<file path="config.mk">
export PLATFORM = sky130hd
export DESIGN_NAME = peak_valley_width_tracker_core
export DESIGN_NICKNAME = d
export VERILOG_FILES = /design/src/pvw_pkg.sv /design/src/peak_valley_width_tracker_core.sv /design/src/pvw_tracker.sv
export SDC_FILE = /design/constraint.sdc
export NUM_CORES = 1
export LEC_CHECK = 0
export BUFFER_PORTS_ARGS = -buffer_cell sky130_fd_sc_hd__buf_4
export CAP_MARGIN = 15
export CORE_UTILIZATION = 50
export CTS_CLUSTER_SIZE = 25
export DETAILED_ROUTE_END_ITERATION = 8
export PLACE_DENSITY = 0.68
export SLEW_MARGIN = 20
export SYNTH_ARGS = -nofsm -noshare
export SYNTH_HDL_FRONTEND = slang
export SYNTH_SLANG_ARGS = --single-unit
</file>
<file path="constraint.sdc">
create_clock -name clk -period 5.4 [get_ports clk]
set_input_delay 1.08 -clock clk [delete_from_list [all_inputs] [get_ports clk]]
set_output_delay 1.08 -clock clk [all_outputs]
set_load 0.005 [all_outputs]
</file>
<file path="src/pvw_pkg.sv">
// Shared types and constants for the peak and valley width tracker.
// Used by pvw_tracker and peak_valley_width_tracker_core; no dependencies.

package pvw_pkg;

    // width of each reported best width
    localparam int OUT_BITS = 20;

    // largest value a reported width can take
    localparam logic [OUT_BITS-1:0] OUT_MAX = '1;

    // run direction codes
    typedef logic [1:0] pvw_dir_t;
    localparam pvw_dir_t DIR_NONE = 2'd0;
    localparam pvw_dir_t DIR_UP   = 2'd1;
    localparam pvw_dir_t DIR_DOWN = 2'd2;

    // pair of best widths handed from the tracker to the output register
    typedef struct packed {
        logic [OUT_BITS-1:0] valley;
        logic [OUT_BITS-1:0] peak;
    } pvw_widths_t;

endpackage

</file>
<file path="src/peak_valley_width_tracker_core.sv">
// Top level of the peak and valley width tracker: input register, tracker
// state and result register. Depends on pvw_pkg and pvw_tracker.
//
// Usage:
//   Samples enter on the s_ stream, one request per sample, with s_tlast set
//   on the final sample of a sequence. Each sample is compared with the one
//   before it and the rising and falling run counters are updated; strict
//   peaks and valleys are scored as min(run in, run out) and the largest of
//   each is kept. On the last sample one result request leaves on the m_
//   stream carrying both best widths, and the tracker starts a new sequence.
//   Throughput is one sample per cycle, except while a last sample waits on a
//   result not yet taken; the single compare and counter update between the input
//   register and the state/result registers sets it. m_tvalid rises once a last
//   sample leaves the input register; the result is held until it is taken.
//   Samples without s_tlast produce no result.
//   When m_tready is low with a result pending, non-last samples still flow;
//   a last sample waits in the input register until the result is taken,
//   and s_tready drops only while that register is held.
//   Reset clears all run state, best widths and both valid flags.

module peak_valley_width_tracker_core #(
    parameter int COUNT_BITS  = 20,
    parameter int SAMPLE_BITS = 32
) (
    input  logic                                  clk,
    input  logic                                  rst_n,
    // sample stream
    input  logic                                  s_tvalid,
    output logic                                  s_tready,
    input  logic [((SAMPLE_BITS+7)/8)*8-1:0]      s_tdata,  // sample
    input  logic                                  s_tlast,  // last
    // result stream
    output logic                                  m_tvalid,
    input  logic                                  m_tready,
    output logic [2*pvw_pkg::OUT_BITS-1:0]        m_tdata   // best_valley_width, best_peak_width
);

    import pvw_pkg::*;

    logic                          in_valid_reg;
    logic signed [SAMPLE_BITS-1:0] in_sample_reg;
    logic                          in_last_reg;
    logic                          out_valid_reg;
    pvw_widths_t                   out_widths_reg;
    pvw_widths_t                   widths;
    logic                          advance;
    logic                          s_fire;

    // input register moves on unless a last sample meets a full result slot not being taken
    assign advance  = in_valid_reg && (!in_last_reg || !out_valid_reg || m_tready);
    assign s_tready = !in_valid_reg || advance;
    assign s_fire   = s_tvalid && s_tready;

    // input register
    always_ff @(posedge clk or negedge rst_n)
    begin
        if (!rst_n)
        begin
            in_valid_reg <= 1'b0;
        end
        else if (s_tready)
        begin
            in_valid_reg <= s_tvalid;
        end
    end

    always_ff @(posedge clk)
    begin
        if (s_fire)
        begin
            in_sample_reg <= s_tdata[SAMPLE_BITS-1:0];
            in_last_reg   <= s_tlast;
        end
    end

    // run tracking and scoring
    pvw_tracker #(
        .COUNT_BITS  (COUNT_BITS),
        .SAMPLE_BITS (SAMPLE_BITS)
    ) u_tracker (
        .clk    (clk),
        .rst_n  (rst_n),
        .step   (advance),
        .sample (in_sample_reg),
        .last   (in_last_reg),
        .widths (widths)
    );

    // result register
    always_ff @(posedge clk or negedge rst_n)
    begin
        if (!rst_n)
        begin
            out_valid_reg <= 1'b0;
        end
        else if (advance && in_last_reg)
        begin
            out_valid_reg <= 1'b1;
        end
        else if (m_tready)
        begin
            out_valid_reg <= 1'b0;
        end
    end

    always_ff @(posedge clk)
    begin
        if (advance && in_last_reg)
        begin
            out_widths_reg <= widths;
        end
    end

    assign m_tvalid = out_valid_reg;
    assign m_tdata  = {out_widths_reg.valley, out_widths_reg.peak};

endmodule

</file>
<file path="src/pvw_tracker.sv">
// Run tracking and width scoring state for the peak and valley width tracker.
// Depends on pvw_pkg for direction codes and the widths struct.

module pvw_tracker #(
    parameter int COUNT_BITS  = 20,
    parameter int SAMPLE_BITS = 32
) (
    input  logic                           clk,
    input  logic                           rst_n,
    input  logic                           step,
    input  logic signed [SAMPLE_BITS-1:0]  sample,
    input  logic                           last,
    output pvw_pkg::pvw_widths_t           widths
);

    import pvw_pkg::*;

    localparam logic [COUNT_BITS-1:0] CNT_MAX = '1;
    localparam logic [COUNT_BITS-1:0] CNT_ONE = COUNT_BITS'(1);
    localparam int WIDE_BITS = (COUNT_BITS > OUT_BITS) ? COUNT_BITS : OUT_BITS;

    logic signed [SAMPLE_BITS-1:0] prev_reg, prev_next;
    logic                          have_prev_reg, have_prev_next;
    pvw_dir_t                      dir_reg, dir_next;
    logic [COUNT_BITS-1:0]         rise_reg, rise_next;
    logic [COUNT_BITS-1:0]         fall_reg, fall_next;
    logic [COUNT_BITS-1:0]         peak_left_reg, peak_left_next;
    logic [COUNT_BITS-1:0]         valley_left_reg, valley_left_next;
    logic                          peak_armed_reg, peak_armed_next;
    logic                          valley_armed_reg, valley_armed_next;
    logic [COUNT_BITS-1:0]         best_peak_reg, best_peak_next;
    logic [COUNT_BITS-1:0]         best_valley_reg, best_valley_next;

    logic [COUNT_BITS-1:0]         rise_inc, fall_inc;
    logic [COUNT_BITS-1:0]         peak_w, valley_w;
    logic [WIDE_BITS-1:0]          peak_wide, valley_wide;

    // saturating run increments
    assign rise_inc = (rise_reg == CNT_MAX) ? CNT_MAX : rise_reg + CNT_ONE;
    assign fall_inc = (fall_reg == CNT_MAX) ? CNT_MAX : fall_reg + CNT_ONE;

    // next tracking state for one sample
    always_comb
    begin
        prev_next         = sample;
        have_prev_next    = 1'b1;
        dir_next          = dir_reg;
        rise_next         = rise_reg;
        fall_next         = fall_reg;
        peak_left_next    = peak_left_reg;
        valley_left_next  = valley_left_reg;
        peak_armed_next   = peak_armed_reg;
        valley_armed_next = valley_armed_reg;
        best_peak_next    = best_peak_reg;
        best_valley_next  = best_valley_reg;
        peak_w            = '0;
        valley_w          = '0;

        if (have_prev_reg)
        begin
            if (sample > prev_reg)
            begin
                // rising step: a falling run that ends here arms a valley
                if (dir_reg == DIR_UP)
                begin
                    rise_next = rise_inc;
                end
                else
                begin
                    if (dir_reg == DIR_DOWN)
                    begin
                        valley_left_next  = fall_reg;
                        valley_armed_next = 1'b1;
                    end
                    rise_next = CNT_ONE;
                end
                peak_armed_next = 1'b0;
                fall_next       = '0;
                dir_next        = DIR_UP;
                valley_w = (valley_left_next < rise_next) ? valley_left_next : rise_next;
                if (valley_armed_next && (valley_w > best_valley_reg))
                begin
                    best_valley_next = valley_w;
                end
            end
            else if (sample < prev_reg)
            begin
                // falling step: a rising run that ends here arms a peak
                if (dir_reg == DIR_DOWN)
                begin
                    fall_next = fall_inc;
                end
                else
                begin
                    if (dir_reg == DIR_UP)
                    begin
                        peak_left_next  = rise_reg;
                        peak_armed_next = 1'b1;
                    end
                    fall_next = CNT_ONE;
                end
                valley_armed_next = 1'b0;
                rise_next         = '0;
                dir_next          = DIR_DOWN;
                peak_w = (peak_left_next < fall_next) ? peak_left_next : fall_next;
                if (peak_armed_next && (peak_w > best_peak_reg))
                begin
                    best_peak_next = peak_w;
                end
            end
            else
            begin
                // flat step breaks both runs
                rise_next         = '0;
                fall_next         = '0;
                peak_armed_next   = 1'b0;
                valley_armed_next = 1'b0;
                dir_next          = DIR_NONE;
            end
        end
    end

    // clamp best widths to the result field
    assign peak_wide   = WIDE_BITS'(best_peak_next);
    assign valley_wide = WIDE_BITS'(best_valley_next);
    assign widths.peak = (peak_wide > WIDE_BITS'(OUT_MAX)) ? OUT_MAX
                                                           : peak_wide[OUT_BITS-1:0];
    assign widths.valley = (valley_wide > WIDE_BITS'(OUT_MAX)) ? OUT_MAX
                                                               : valley_wide[OUT_BITS-1:0];

    // state registers; the last sample of a sequence returns all to reset
    always_ff @(posedge clk or negedge rst_n)
    begin
        if (!rst_n)
        begin
            prev_reg         <= '0;
            have_prev_reg    <= 1'b0;
            dir_reg          <= DIR_NONE;
            rise_reg         <= '0;
            fall_reg         <= '0;
            peak_left_reg    <= '0;
            valley_left_reg  <= '0;
            peak_armed_reg   <= 1'b0;
            valley_armed_reg <= 1'b0;
            best_peak_reg    <= '0;
            best_valley_reg  <= '0;
        end
        else if (step)
        begin
            if (last)
            begin
                prev_reg         <= '0;
                have_prev_reg    <= 1'b0;
                dir_reg          <= DIR_NONE;
                rise_reg         <= '0;
                fall_reg         <= '0;
                peak_left_reg    <= '0;
                valley_left_reg  <= '0;
                peak_armed_reg   <= 1'b0;
                valley_armed_reg <= 1'b0;
                best_peak_reg    <= '0;
                best_valley_reg  <= '0;
            end
            else
            begin
                prev_reg         <= prev_next;
                have_prev_reg    <= have_prev_next;
                dir_reg          <= dir_next;
                rise_reg         <= rise_next;
                fall_reg         <= fall_next;
                peak_left_reg    <= peak_left_next;
                valley_left_reg  <= valley_left_next;
                peak_armed_reg   <= peak_armed_next;
                valley_armed_reg <= valley_armed_next;
                best_peak_reg    <= best_peak_next;
                best_valley_reg  <= best_valley_next;
            end
        end
    end

endmodule
</file>
==> metrics.yaml <==
vias: 11200
clk-insertion-delay-late_ns: 0.54
hold_viol: 0
die_h_um: 167
initial_core_util_pct: 51.5
synth-seq-cells: 232
largest_reg_flops: 40
nets: 1737
finalWeightedCongestion: 0.936
cp_max_fo: 8
max_cap_viol_count: 0
drc: 0
antenna_found_initial: 0
yosysWarnings: 0
via_per_inst: 5.76
dp_hpwl_um: 24000
reg2reg_depth: 28
cts_buffers: 27
core-area_um2: 26400
syn-cell-area_um2: 13600
end_kind: "register"
syn2layout_area_growth_pct: 33.2
cp_common_cell: "buf_4"
slew_headroom_pct: 29.3
port-buffer-count: 78
maxSlewViolCount: 0
syn-num-nets: 1433
p_seq_share_pct: 43.8
synthSimpleGateAreaFrac_pct: 10.0
fill_cells: 1908
synthAdderAreaFrac_pct: 10.3
synth_cell_type_count: 67
drtIter0Drc: 788
synth_xor_area_share_pct: 1.42
synth-edff-count: 73
die_w_um: 167
yosysTopAreaCell: "dfrtp_1"
cts_tree: "done"
h-tree-depth: 1
synth_compound_area_share_pct: 16.7
sw_frac_of_total_pct: 25.9
fmax_mhz: 167
synthMuxAreaShare_pct: 9.06
final_cell_mix: "buf_4 (312), dfrtp_1 (159), inv_1 (146), o21ai_0 (99), ha_1 (88)"
start_kind: "register"
layout_commonest_cell: "buf_4"
hold_class: "input pin to async pin"
grt.total_usage_pct: 25.3
grt_start_max_net_pins: 110
fin_crit_sh_pct: 111
synth_top_family_by_area: "compound AO/OA/AOI/OAI gates"
clkSinkCount: 232
cts_buffer_depth: 3
wl_per_cell_um: 18.7
grt_pass1_vias: 11400
power_switching_uw: 1130
peakVddDrop_v: 0.000268
finClkSkew_ns: 0.0128
leakage_uw: 0.00852
path_delay_family: "compound AO/OA/AOI/OAI gates"
critPathRequiredTime_ns: 5.68
dieArea_um2: 27800
netlist_top_cells_area: "dfrtp_1 (29%), edfxtp_1 (16%), ha_1 (10%)"
worst_hold_slack_ns: 0.488
placementRows: 59
synthFlopType: "dfrtp_1"
postSynth.asyncResetShare_pct: 68.5
period_needed_ns: 6.00
synth_top_area_share_pct: 29.3
critPathArrivalTime_ns: 6.28
p_clk_share_pct: 41.2
wirelength_um: 36300
synth_cells: 1284
max_stage_delay_ns: 0.37
rsz0062_at_grt: "true"
outcome: "finished, violations left"
crit_path_top_delay_cell: "nor4_4"
worstMarginPinSlew_ns: 1.06
setup_tns_ns: -27.48
ys_seq_area_share_pct: 45.5
setup_violations: 80
drive_gt1_share_pct: 33.6
antenna_cells: 0
internal_power_uw: 3240
grt-ovfl-total: 0
critPathKind: "register to register"
drtPass1Iterations: 5
cp-startpoint: "u_tracker.fall_reg[0]"
combPwrFrac_pct: 15.0
synth.avg_cell_area_um2: 10.6
seq_area_um2: 6170
failed_checks: "negative setup slack"
clkSlewWorstSetupHoldPaths_ns: 0.06
path_buf_inv: 8
worstReg2RegEnd: "m_tdata[1]"
multi_input_area_um2: 7120
r2r_setup_slack_ns: -0.60
grt_pass1_wl_um: 56900
fin_ws_ns: -0.596
powerDensity_nw_per_um2: 242
r2r_start: "u_tracker.fall_reg[0]"
clock-root-buffer: "clkbuf_16"
io_pins: 79
antenna_left: 0
==> routing by layer <==
| metal | vias up | global-route usage (%) | share of wire (%) |
|---|---|---|---|
| met1 | 5507 | 31.8 | 42 |
| met2 | 321 | 45.6 | 51 |
| met4 | 0 | 8.13 | 2.9 |
| met5 | - | 0 | 0 |
| li1 | 5293 | - | - |
| met3 | 80 | 2.85 | 4.6 |
==> worst register-to-register path, delay by kind of cell, from the launching register on <==
family	cells	cell delay [ns]
fa+ha+maj	3	0.72
flops	1	0.36
simple gates	5	0.92
mux	2	0.53
buf+inv	8	1.09
compound gates	10	2.12
==> kinds of logic (layout without fill, tap and decap cells) <==
family | after synthesis | count (layout)
xor+xnor | 22 | 22
simple gates | 251 | 251
buf+inv | 234 | 558
mux | 118 | 118
flops | 232 | 232
fa+ha+maj | 112 | 112
compound gates | 315 | 316
==> Yosys cell counts, types with 3 or more instances <==
cell        n
nand3b_1   36
ha_1      112
buf_4      10
o21ai_0   108
and3_1      5
nand2b_1    6
a31oi_1     6
nand4_1    33
a22o_1     19
o22ai_1     5
or4_1       4
a21oi_1    46
nor2b_1     6
nand2_1    81
nor3_1      8
xnor2_1    12
dfrtp_1   159
a211o_1     3
a32o_1     20
buf_1       4
inv_1     164
o32ai_1    21
and2_1      4
nand3_1    17
mux2i_1    80
o21ai_1     7
a211oi_1    5
clkbuf_1   34
edfxtp_1   73
buf_2      21
a21o_1     15
o211ai_1    6
o31a_1      5
and4_1      5
nor2_1     30
o32ai_2    20
nor4_1      6
o21a_1      8
mux2_2     38
xor2_1     10
==> timing repair <==
item	CTS	global route
hold endpoints to repair	0	0
buffers inserted	32	20
endpoints found under the setup margin	80	80
pin swaps	19	35
gates resized for setup	65	72
gates cloned	4	2
hold buffers	0	0
==> area by class of cell <==
| cell class | instances | area share [%] |
|---|---|---|
| inverters | 165 | 3.46 |
| clock inverters | 13 | 0.679 |
| repair buffers | 343 | 15.8 |
| well taps | 335 | 2.32 |
| multi-input cells | 819 | 39.4 |
| flip-flops and latches | 232 | 34.2 |
| clock buffers | 37 | 4.17 |
==> power by group through the flow <==
stage / Combinational [uW] / Sequential [uW] / Clock [uW]
2_1_floorplan: 334 / 1940 / 0
3_3_place_gp: 564 / 1940 / 0
3_5_place_dp: 573 / 1950 / 0
4_1_cts: 622 / 1910 / 1830
5_1_grt: 710 / 1920 / 1900
6_report: 657 / 1910 / 1800
==> worst max-delay path by stage <==
stage	cells past startpoint	to	slack, ns
floorplan	23	m_tdata[18]	0.11
global placement	24	m_tdata[12]	-0.64
detailed placement	24	u_tracker.best_peak_reg[14]	-0.84
CTS	25	u_tracker.best_peak_reg[14]	-0.17
global route	28	m_tdata[1]	-0.82
finish	28	m_tdata[1]	-0.60
==> stage by stage <==
| step | instance area (um2) | worst slack (ns) | cells | util, % | total power, uW |
|---|---|---|---|---|---|
| 6_report | 18100 | -0.596 | 1944 | 68.6 | 4370 |
| 5_1_grt | 18100 | -0.816 | 1944 | 68.6 | 4530 |
| 4_1_cts | 17500 | -0.169 | 1924 | 66.5 | 4360 |
| 3_5_place_dp | 16000 | -0.842 | 1838 | 60.6 | 2520 |
| 3_3_place_gp | 16000 | -0.642 | 1838 | 60.6 | 2510 |
| 2_1_floorplan | 13600 | 0.107 | 1284 | - | 2280 |
Note: power is estimated with default switching activity, not from simulation.
